$ cat config.mk
export PLATFORM = sky130hd
export DESIGN_NAME = ptl_cell
export DESIGN_NICKNAME = d
export VERILOG_FILES = /design/src/hw/rtl/ptl_pkg.sv /design/src/hw/rtl/ptl_cell.sv
export SDC_FILE = /design/constraint.sdc
export NUM_CORES = 1
export LEC_CHECK = 0
export CAP_MARGIN = 20
export CORE_MARGIN = 1
export CORE_UTILIZATION = 60
export CTS_BUF_LIST = sky130_fd_sc_hd__clkbuf_2
export DETAILED_ROUTE_END_ITERATION = 12
export DONT_BUFFER_PORTS = 1
export GPL_ROUTABILITY_DRIVEN = 0
export PLACE_DENSITY = 0.73
export RECOVER_POWER = 25
export SKIP_LAST_GASP = 1
export SLEW_MARGIN = 20
export SYNTH_ARGS = -nofsm -noshare
export SYNTH_HDL_FRONTEND = slang
export SYNTH_SLANG_ARGS = --single-unit
$ cat constraint.sdc
create_clock -name clock -period 8.8 [get_ports clock]
set_input_delay 1.76 -clock clock [delete_from_list [all_inputs] [get_ports clock]]
set_output_delay 1.76 -clock clock [all_outputs]
set_load 0.005 [all_outputs]
$ cat src/hw/rtl/ptl_pkg.sv
// Package for the page table lookup/insert block.
// Holds widths, op codes, the transaction struct carried along the cell chain
// and the entry-count saturation helper. No dependencies.
package ptl_pkg;

   localparam int PAGE_BITS   = 12;
   localparam int TABLE_DEPTH = 64;

   localparam int ADDR_W      = 32;
   localparam int FRAME_W     = 20;
   localparam int COUNT_OUT_W = 7;
   localparam int COUNT_MAX   = 127;

   localparam int VPN_W   = ADDR_W - PAGE_BITS;
   localparam int IDX_W   = $clog2(TABLE_DEPTH);
   localparam int COUNT_W = $clog2(TABLE_DEPTH + 1);

   localparam logic OP_ADD    = 1'b0;
   localparam logic OP_SEARCH = 1'b1;

   // one transaction as it walks the chain
   typedef struct packed {
      logic                   valid;
      logic                   op;
      logic [VPN_W-1:0]       vpn;
      logic [FRAME_W-1:0]     frame;
      logic [COUNT_W-1:0]     slot;      // entries held when the transaction entered
      logic                   full;
      logic                   hit;
      logic [COUNT_OUT_W-1:0] count_out;
   } ptl_item_type;

   function automatic logic [COUNT_OUT_W-1:0] sat_count(input logic [COUNT_W-1:0] c);
      if (32'(c) > 32'(COUNT_MAX)) begin
         return COUNT_OUT_W'(COUNT_MAX);
      end
      return COUNT_OUT_W'(c);
   endfunction

endpackage

$ cat src/hw/rtl/ptl_cell.sv
// One table cell: holds a single entry and one pipeline slot of the chain.
// Depends on ptl_pkg.
module ptl_cell (
   input  logic                      clock,
   input  logic                      reset,
   input  logic                      advance,
   input  logic [ptl_pkg::IDX_W-1:0] cell_index,
   input  ptl_pkg::ptl_item_type     item_in,
   output ptl_pkg::ptl_item_type     item_out
);
   import ptl_pkg::*;

   logic [VPN_W-1:0]   page_ff;
   logic [FRAME_W-1:0] frame_ff;
   ptl_item_type       item_ff;
   ptl_item_type       item_in_next;
   logic               write_en;
   logic               used;
   logic               match;

   assign used     = COUNT_W'(cell_index) < item_in.slot;
   assign write_en = advance && item_in.valid && (item_in.op == OP_ADD) && !item_in.full
                     && (item_in.slot == COUNT_W'(cell_index));
   assign match    = item_in.valid && (item_in.op == OP_SEARCH) && used
                     && (page_ff == item_in.vpn);

   // later cells hold newer entries, so a match here overrides earlier ones
   always_comb begin
      item_in_next = item_in;
      if (match) begin
         item_in_next.hit   = 1'b1;
         item_in_next.frame = frame_ff;
      end
   end

   always_ff @(posedge clock) begin
      if (write_en) begin
         page_ff  <= item_in.vpn;
         frame_ff <= item_in.frame;
      end
   end

   // payload fields are don't-care while valid is low
   always_ff @(posedge clock) begin
      if (reset) begin
         item_ff.valid <= 1'b0;
      end else if (advance) begin
         item_ff <= item_in_next;
      end
   end

   assign item_out = item_ff;
endmodule

# [After elaboration in Yosys (flattened, before gate mapping)]
# Index checks and enable logic that the tools add are counted.
[word_totals] ff_bits=98 inputBits=67 out_inout_bits=58 elab_cells=25
[classes] order_cmp=1 n_eq_ne=2 muxes=1 bitwise=2 reduce_logical=9
[op_table] cell="$eq A20 B20 Y1" n=1
[op_table] cell="$mux W20" n=1
[op_table] cell="$eq A7 B6 Y1" n=1
[op_table] cell="$logic_and A1 B1 Y1" n=7
[op_table] cell="$lt A6 B7 Y1" n=1
[op_table] cell="$not A1 Y1" n=2
[op_table] cell="$reduce_and A2 Y1" n=1
[op_table] cell="$logic_not A1 Y1" n=1

# [Longest topological paths before layout]
# Gate-level depths: netlist of run 1.
[depth] ltp_word=4 mapped_depth=7

# [Worst setup path before layout of run 1]
# No wires, ideal clock.
[synth_path] path_type="input -> register" start="input port item_in[14] in the netlist's numbering" end="register frame_ff[0] (enable)" setup_time_ns=0.537 arrival_time_ns=6.114 setup_slack_ns=2.149 stages=4 n_path_buf=0 cell_sequence="inv_1 > ha_1 > nand4b_1 > nor4_1"
[synth_between] elab_chain_len=2
[synth_rtl] element="from (decl)" line="ptl_cell.sv:8" rtl="input ptl_pkg::ptl_item_type item_in,"
[synth_rtl] element="$eq A7 B6 Y1" line="ptl_cell.sv:23" rtl="&& (item_in.slot == COUNT_W'(cell_index));"
[synth_rtl] element="$logic_and A1 B1 Y1" line="ptl_cell.sv:23"
[synth_rtl] element="net write_en" line="ptl_cell.sv:17" rtl="logic write_en;"
[synth_rtl] element="to (signal assigned)" line="ptl_cell.sv:39" rtl="frame_ff <= item_in.frame;"
[synth_rtl] element="to (decl)" line="ptl_cell.sv:14" rtl="logic [FRAME_W-1:0] frame_ff;"
# The timed path passes the listed nets, and every way through them passes these cells.
# A chain may end at the register's enable or synchronous reset.

==> results of run 1 <==
==> layout make-up <==
type | instances | area, sq um
clock inverters | 7 | 92.6
multi-input cells | 68 | 698
well taps | 75 | 93.8
clock buffers | 9 | 45.0
flip-flops and latches | 98 | 2930
inverters | 6 | 22.5
fillers | 415 | 2020
repair buffers | 2 | 15.0
==> routing by layer <==
layer  part of all wire  global-route usage
met1               0.37               0.209
met2               0.51               0.306
met3               0.12               0.110
met4             0.0032              0.0589
met5                  0                   0
==> worst min path at each step <==
stage | startpoint | slack (ps) | endpoint | cells after the start
floorplan | item_out[57] | 460 | item_out[57] | 2
global placement | item_out[57] | 490 | item_out[57] | 2
detailed placement | item_out[57] | 500 | item_out[57] | 2
CTS | item_out[57] | 530 | item_out[57] | 2
global route | item_out[57] | 550 | item_out[57] | 2
finish | item_out[57] | 530 | item_out[57] | 2
==> cell families (layout without fill, tap and decap cells) <==
kind of cell / Yosys count / in the layout / share of synthesized area
flip-flops: 98 / 98 / 0.801
adder cells (fa/ha/maj): 6 / 6 / 0.0205
AO/OA/AOI/OAI: 5 / 5 / 0.00683
AND/OR/NAND/NOR: 17 / 17 / 0.0307
multiplexers: 20 / 20 / 0.0810
buffers and inverters: 8 / 24 / 0.0123
XOR/XNOR: 20 / 20 / 0.0478
==> where the power goes <==
| group | internal (W) | switching [W] | leakage [nW] |
|---|---|---|---|
| logic | 0.0000120 | 0.0000118 | 0.392 |
| clock network | 0.0000934 | 0.000140 | 0.0760 |
| registers | 0.000534 | 0.00000968 | 0.903 |
| total | 0.000639 | 0.000162 | 1.37 |
==> state kept, by name (all words and copies together), names as in the netlist <==
name and flops:
frame_ff 20, item_out 58, page_ff 20
==> layout by cell type, fill, tap and decap left out, drive strengths merged <==
| cell | instances |
|---|---|
| nor3 | 1 |
| nand2 | 1 |
| nand3 | 1 |
| nand3b | 1 |
| nand4b | 2 |
| dfxtp | 1 |
| mux2 | 20 |
| nor2b | 1 |
| inv | 7 |
| or4 | 1 |
| bufinv | 2 |
| nand4 | 2 |
| a21oi | 5 |
| nor4 | 5 |
| clkinvlp | 2 |
| buf | 2 |
| nand2b | 2 |
| edfxtp | 97 |
| clkbuf | 9 |
| clkinv | 2 |
| xnor2 | 1 |
| ha | 6 |
| xor2 | 19 |
==> critical path: stages <==
cell	delay [ps]
xor2_1	140
nor4_1	330
nand4_1	180
or4_4	760
mux2_4	380
==> through the flow <==
step                power [W]  worst slack, ps  utilization
finish               0.000801             5530        0.659
global route         0.000830             5520        0.659
CTS                  0.000808             5530        0.659
detailed placement   0.000579             4930        0.635
global placement     0.000576             4980        0.635
floorplan            0.000571             2150            -
==> run metrics, run 1 <==
Clock Tree Root clkbuf_2; Buffers on Ports 0; fraction of registers with async set/reset 0; Slew Limit Fails 0; post-route cell area 3900 sq um; worst setup path endpoint item_out[25]; fin crit period 3270 ps; Final HPWL DP 4110 um; pin count of the biggest net entering global routing 58; final hold vios 0; Lkg Pwr 1.37 nW; Syn Nets 247; post-route antenna net violation count 0; Area Growth Syn to Fin 6.49%; Site Rows 28; I/O pins 125; post-cts sizing count 0; CTS max path bufs 2; start of the worst register-to-register path page_ff[0]; Tcrit/Tclk final 0.371; CP Data Arrival Time 3570 ps; TritonRoute pass-1 iters 6; critical-path maximum fanout 21; Setup TNS Final 0 ps; # Post-CTS Setup Buffers 0; Final nets 258; die height 80.1 um; Synth Cell Area 3660 sq um; residual overflow from global routing 0; Num CTS Buffers 9; R2R Setup Slk 6340 ps; power density cells 205 nW/um^2; DRC Markers 0; CP endpoint kind flip-flop; kind of critical path primary input to flip-flop; crit path from item_in[36]; initial antenna violation count 0; Tightest Pin Transition 715 ps; post-synth top area share 0.795; gr usage total 0.189; fin cells 265; htree depth 3; Die Wd 80.1 um; Clock Sinks 98; DR WL/cell 22.2 um; Post-synth EDFFs 97; Startpoint Class primary input; sequential share of the synthesized area 0.801; top cells by area, synth edfxtp_1 (80%), mux2_4 (7.8%), xor2_1 (4.5%), ha_1 (2.0%), nor4_1 (0.85%); share of post-route cells with drive strength above 1 0.211; core area 5920 sq um; Hold/Removal Path Class flip-flop to flip-flop; Inst Count DP 249; CTS tree yes; most common cell in the netlist edfxtp_1; Syn Area/Cell 21.0 sq um; Synth Flop Type edfxtp_1; R2R depth 5; outcome complete, no violations; global-route wire length before repair 8360 um; top post-synthesis cells by count edfxtp_1 (97), mux2_4 (19), xor2_1 (19); Vias 1543; unrepaired setup endpoints after global routing false; hold_ws 532 ps; # setup viols final 0; Synth Register Bits 98; Clock transition at path regs 240 ps; hold_buf cts 0; MaxCap Viol Count 0; Starting Density 0.619; Fmax achieved 306 MHz; maximum vdd drop 0.100 mV; Yosys top cell by area edfxtp_1; Worst EP required 9100 ps; clk_skew 11.1 ps; vias in the first global route 1583; post-synthesis cell count 174; drt total wl 5870 um; DRT iter0 DRCs 118; headroom to the max-slew limit 0.523; Vias per Instance 5.82; reg-to-reg endpoint item_out[25]; DP Area 3760 sq um; Antenna diodes 0; Cell variety after synth 20; die footprint 6420 sq um; clk_lat worst skew 510 ps; Synth Warn # 0
Note: power is estimated with default switching activity, not from simulation.
==> run 2: changes to the inputs <==
==> constraint.sdc (replaced) <==
create_clock -name clock -period 3.15 [get_ports clock]
set_input_delay 0.63 -clock clock [delete_from_list [all_inputs] [get_ports clock]]
set_output_delay 0.63 -clock clock [all_outputs]
set_load 0.005 [all_outputs]
==> run metrics, run 2 (synthesis gave the netlist of run 1 again) <==
CTS tree yes (unchanged); MaxCap Viol Count 0 (unchanged); Fill cells 392 (was 415); Antenna diodes 0 (unchanged); DR WL/cell 21.3 um (was 22.2 um); most common cell after layout, fill and taps aside edfxtp_1 (unchanged); outcome complete, no violations (unchanged); global-route wire length before repair 8250 um (was 8360 um); htree depth 3 (unchanged); drt total wl 5640 um (was 5870 um); Final nets 258 (unchanged); final hold vios 0 (unchanged); residual overflow from global routing 0 (unchanged); start of the worst register-to-register path page_ff[0] (unchanged); share of post-route cells with drive strength above 1 0.216 (was 0.211); pin count of the biggest net entering global routing 41 (was 58); # Post-CTS Setup Buffers 0 (unchanged); Tcrit/Tclk final 0.801; Lkg Pwr 1.39 nW (was 1.37 nW); # setup viols final 0 (unchanged); Startpoint Class flip-flop (was primary input); Tightest Pin Transition 682 ps (was 715 ps); Starting Density 0.619 (unchanged); Vias 1551 (was 1543); fin cells 265 (unchanged); hold path depth 1 (was 2); fin crit period 2520 ps; die footprint 6420 sq um (unchanged); Final Util 0.663 (was 0.659); Worst EP required 3430 ps (was 9100 ps); max reg flops 58 (unchanged); initial antenna violation count 0 (unchanged); Setup TNS Final 0 ps (unchanged); Area Growth Syn to Fin 7.14% (was 6.49%); gr usage total 0.184 (was 0.189); Hold/Removal Path Class primary input to flip-flop (was flip-flop to flip-flop); Buffers on Ports 0 (unchanged); core area 5920 sq um (unchanged); Vias per Instance 5.85 (was 5.82); Final HPWL DP 4030 um (was 4110 um); DRC Markers 0 (unchanged); critical-path maximum fanout 21 (unchanged); hold_ws 151 ps (was 532 ps); power density cells 574 nW/um^2 (was 205 nW/um^2); DRT iter0 DRCs 94 (was 118); clk_skew 29.7 ps (was 11.1 ps); Die Wd 80.1 um (unchanged); Fmax achieved 396 MHz; Clock transition at path regs 240 ps (about the same); unrepaired setup endpoints after global routing false (unchanged); headroom to the max-slew limit 0.545 (was 0.523); Clock Tree Root clkbuf_2 (unchanged); post-route antenna net violation count 0 (unchanged); Inst Count DP 249 (unchanged); Site Rows 28 (unchanged); hold_buf cts 0 (unchanged); reg-to-reg endpoint item_out[22] (was item_out[25]); die height 80.1 um (unchanged); Min-Delay Endpoint item_out[57] (unchanged); CP Data Arrival Time 2800 ps (was 3570 ps); TritonRoute pass-1 iters 6 (unchanged); highest-count cells in the layout ignoring fill and taps edfxtp_1 (97), xor2_1 (19), mux2_4 (19) (unchanged); vias in the first global route 1618 (was 1583); clk_lat worst skew 510 ps (about the same); critical hold path startpoint reset (was item_out[57]); CP endpoint kind flip-flop (unchanged); Clock Sinks 98 (unchanged); R2R Setup Slk 630 ps (was 6340 ps); CTS max path bufs 2 (unchanged); kind of critical path flip-flop to flip-flop (was primary input to flip-flop); post-cts sizing count 0 (unchanged); Num CTS Buffers 9 (unchanged); Slew Limit Fails 0 (unchanged); R2R depth 5 (unchanged); I/O pins 125 (unchanged); maximum vdd drop 0.385 mV (was 0.100 mV)
==> run 2: through the flow <==
step	instance area (sq um)	worst slack, ps	total power [W]
floorplan	3680	190	0.00159
global placement	3780	417	0.00161
detailed placement	3780	374	0.00162
CTS	3920	606	0.00227
global route	3920	515	0.00232
finish	3920	627	0.00225
==> run 2: cell type report <==
type                    count  area [sq um]  area share
flip-flops and latches     98          2930       0.747
repair buffers              2          27.5     0.00702
clock buffers              10          50.0      0.0128
well taps                  75          93.8      0.0239
multi-input cells          68           707       0.180
inverters                   6          22.5     0.00574
clock inverters             6          90.1      0.0230
==> run 2: how the worst max path moves through the flow <==
| stage | start | to | slack (ps) | depth (start not counted) |
|---|---|---|---|---|
| 2_1_floorplan | item_in[14] | frame_ff[0] | 190 | 4 |
| 3_3_place_gp | item_in[36] | item_out[26] | 420 | 5 |
| 3_5_place_dp | item_in[36] | item_out[21] | 370 | 5 |
| 4_1_cts | page_ff[0] | item_out[22] | 610 | 5 |
| 5_1_grt | page_ff[18] | item_out[22] | 520 | 5 |
| 6_report | page_ff[0] | item_out[22] | 630 | 5 |
==> run 2: where the power goes <==
part / switching (W) / total [W] / leakage [nW] / internal, W
clock network: 0.000398 / 0.000667 / 0.0825 / 0.000269
logic: 0.0000328 / 0.0000680 / 0.401 / 0.0000351
registers: 0.0000267 / 0.00152 / 0.903 / 0.00149
==> run 2: critical path, cell delays in order, from the launching register on <==
cell and delay, ps:
edfxtp_1 430, xor2_1 150, nor4_1 370, nand4_1 200
or4_4 760, mux2_4 370
==> run 2: per-layer routing <==
layer | vias to the layer above | wire length [um] | GRT usage
met3 | 11 | 538 | 0.0807
met5 | - | 0 | 0
met2 | 94 | 2880 | 0.307
li1 | 697 | - | -
met1 | 749 | 2130 | 0.199
met4 | 0 | 92 | 0.0911
==> run 3: changes to the inputs <==
--- a/config.mk
+++ b/config.mk
@@ -7,12 +7,12 @@
 export LEC_CHECK = 0
 export CAP_MARGIN = 20
 export CORE_MARGIN = 1
-export CORE_UTILIZATION = 60
+export CORE_UTILIZATION = 59
 export CTS_BUF_LIST = sky130_fd_sc_hd__clkbuf_2
 export DETAILED_ROUTE_END_ITERATION = 12
 export DONT_BUFFER_PORTS = 1
 export GPL_ROUTABILITY_DRIVEN = 0
-export PLACE_DENSITY = 0.73
+export PLACE_DENSITY = 0.75
 export RECOVER_POWER = 25
 export SKIP_LAST_GASP = 1
 export SLEW_MARGIN = 20
==> constraint.sdc (replaced) <==
create_clock -name clock -period 2.1 [get_ports clock]
set_input_delay 0.42 -clock clock [delete_from_list [all_inputs] [get_ports clock]]
set_output_delay 0.42 -clock clock [all_outputs]
set_load 0.005 [all_outputs]
==> run metrics, run 3 (synthesis gave the netlist of run 1 again) <==
outcome finished, violations left (was complete, no violations); violated checks setup timing; die footprint 6530 sq um (was 6420 sq um); Area Growth Syn to Fin 26.5% (was 7.14%); # setup viols final 20 (was 0); Clock Sinks 98 (unchanged); maximum vdd drop 0.533 mV (was 0.385 mV); unrepaired setup endpoints after global routing true (was false); Final nets 317 (was 258); Setup WS post-layout -170 ps (was 627 ps); CP Data Arrival Time 2560 ps (was 2800 ps); Clock Tree Root clkbuf_2 (unchanged); Final Util 0.778 (was 0.663); Tcrit/Tclk final 1.08 (was 0.801); clk_skew 24.1 ps (was 29.7 ps); net load switching power 0.000694 W (was 0.000458 W); R2R depth 6 (was 5); Inst Count DP 251 (was 249); Site Rows 28 (unchanged); Antenna diodes 0 (unchanged); residual overflow from global routing 0 (unchanged); critical-path maximum fanout 21 (unchanged); Worst EP required 2390 ps (was 3430 ps); Hold/Removal Path Class primary input to flip-flop (unchanged); Sequential Power Share 0.617 (was 0.674); Buffers on Ports 0 (unchanged); headroom to the max-slew limit 0.0343 (was 0.545); Buf/Inv on CP 1 (was 0); CTS tree yes (unchanged); vias in the first global route 1959 (was 1618); CP endpoint kind flip-flop (unchanged); Lkg Pwr 1.65 nW (was 1.39 nW); clk_lat worst skew 520 ps (was 510 ps); slowest CP cell or4_4 (unchanged); kind of critical path flip-flop to flip-flop (unchanged); WP depth 6 (was 5); htree depth 3 (unchanged); Vias 1857 (was 1551); fin crit period 2270 ps (was 2520 ps); initial antenna violation count 0 (unchanged); footprint of the multi-input gates 762 sq um (was 707 sq um); DR WL/cell 21.6 um (was 21.3 um); CTS max path bufs 2 (unchanged); Int Pwr 0.00300 W (was 0.00180 W); Vias per Instance 5.73 (was 5.85); pin count of the biggest net entering global routing 58 (was 41); delay-heaviest family, CP simple AND/OR/NAND/NOR gates (unchanged); TritonRoute pass-1 iters 4 (was 6); hold path depth 1 (unchanged); Crit path largest cell delay 460 ps (was 760 ps); Comb pwr share 0.057 (was 0.030); Fill cells 329 (was 392); fin cells 324 (was 265); Clock transition at path regs 240 ps (about the same); Slew Limit Fails 0 (unchanged); highest-count cells in the layout ignoring fill and taps edfxtp_1 (97), dlygate4sd3_1 (57), xor2_1 (19), mux2_4 (19), clkbuf_2 (11) (was edfxtp_1 (97), xor2_1 (19), mux2_4 (19)); I/O pins 125 (unchanged); die height 80.8 um (was 80.1 um); Die Wd 80.8 um (was 80.1 um); Setup TNS Final -2810 ps (was 0 ps); post-route antenna net violation count 0 (unchanged); Final HPWL DP 4020 um (was 4030 um); global-route wire length before repair 10100 um (was 8250 um); Tightest Pin Transition 1450 ps (was 682 ps); share of post-route cells with drive strength above 1 0.201 (was 0.216); drt total wl 6990 um (was 5640 um); DRC Markers 0 (unchanged); final hold vios 0 (unchanged); DRT iter0 DRCs 82 (was 94); max reg flops 58 (unchanged); # Post-CTS Setup Buffers 0 (unchanged); Clk network pwr share 0.326 (was 0.296); register area 2930 sq um (unchanged); Fmax achieved 441 MHz (was 396 MHz); Num CTS Buffers 9 (unchanged); crit-path cells xor2_1 -> nor4_2 -> nand4_1 -> or4_4 -> buf_12 -> mux2_4 (was xor2_1 -> nor4_1 -> nand4_1 -> or4_4 -> mux2_4); Startpoint Class flip-flop (unchanged); Starting Density 0.615 (was 0.619); most common cell after layout, fill and taps aside edfxtp_1 (unchanged); Sw Ratio 0.188 (was 0.203); gr usage total 0.221 (was 0.184); MaxCap Viol Count 0 (unchanged); power density cells 798 nW/um^2 (was 574 nW/um^2); core area 5960 sq um (was 5920 sq um)
[run 3: cell count changes in the layout (fill, tap and decap cells not counted), moves of 2 or more]
cell / previous run / this run
bufinv_16: 2 / 4
nor4_2: 0 / 2
nor4_1: 4 / 2
ha_1: 6 / 2
dlygate4sd3_1: 0 / 57
ha_4: 0 / 4
inv_1: 6 / 3
[run 3: final cells by class]
class                   instances  area share
clock buffers                  10      0.0108
clock inverters                 6      0.0278
inverters                       6     0.00918
multi-input cells              68       0.164
flip-flops and latches         98       0.633
well taps                      75      0.0203
repair buffers                 61       0.134
[run 3: power by group through the flow]
stage	registers, W	logic (W)	clock network, W
after detailed placement	0.00232	0.000114	0
after floorplan	0.00231	0.0000892	0
final	0.00228	0.000210	0.00120
after CTS	0.00228	0.000208	0.00121
after global placement	0.00232	0.000106	0
after global routing	0.00229	0.000226	0.00129
[run 3: path summary, 6_finish.rpt]
kind / startpoint / end / slack (ps)
setup / recovery: page_ff[7] / item_out[17] / -170
hold / removal: item_in[7] / item_out[7] / 60
setup reg to reg: page_ff[7] / item_out[17] / -170
hold reg to reg: item_out[57] / item_out[57] / 530
[run 3: per-layer routing]
layer  track usage  wire length (um)  part of all wire
met5             0                 0                 0
met4         0.130               221             0.032
met3        0.0854               618             0.088
met2         0.355              3510              0.50
met1         0.253              2640              0.38
[run 3: metrics by stage]
| step | setup WS (ps) | instance area [sq um] | total power [W] | hold slack (ps) |
|---|---|---|---|---|
| floorplan | -611 | 3760 | 0.00240 | 460 |
| global placement | -227 | 3890 | 0.00243 | 492 |
| detailed placement | -220 | 3890 | 0.00244 | 492 |
| CTS | -153 | 4650 | 0.00370 | 33.8 |
| global route | -305 | 4630 | 0.00380 | 9.87 |
| finish | -170 | 4630 | 0.00369 | 55.3 |
[run 3: worst register-to-register path: stages, from the launching register on]
cell	delay [ps]
edfxtp_1	440
xor2_1	170
nor4_2	300
nand4_1	170
or4_4	460
buf_12	190
mux2_4	320
[run 3: timing repair]
item,4_1_cts,5_1_grt
hold endpoints to repair,77,0
gates resized for setup,1,1
cloned,0,0
setup endpoints to repair,20,21
hold buffers,57,0
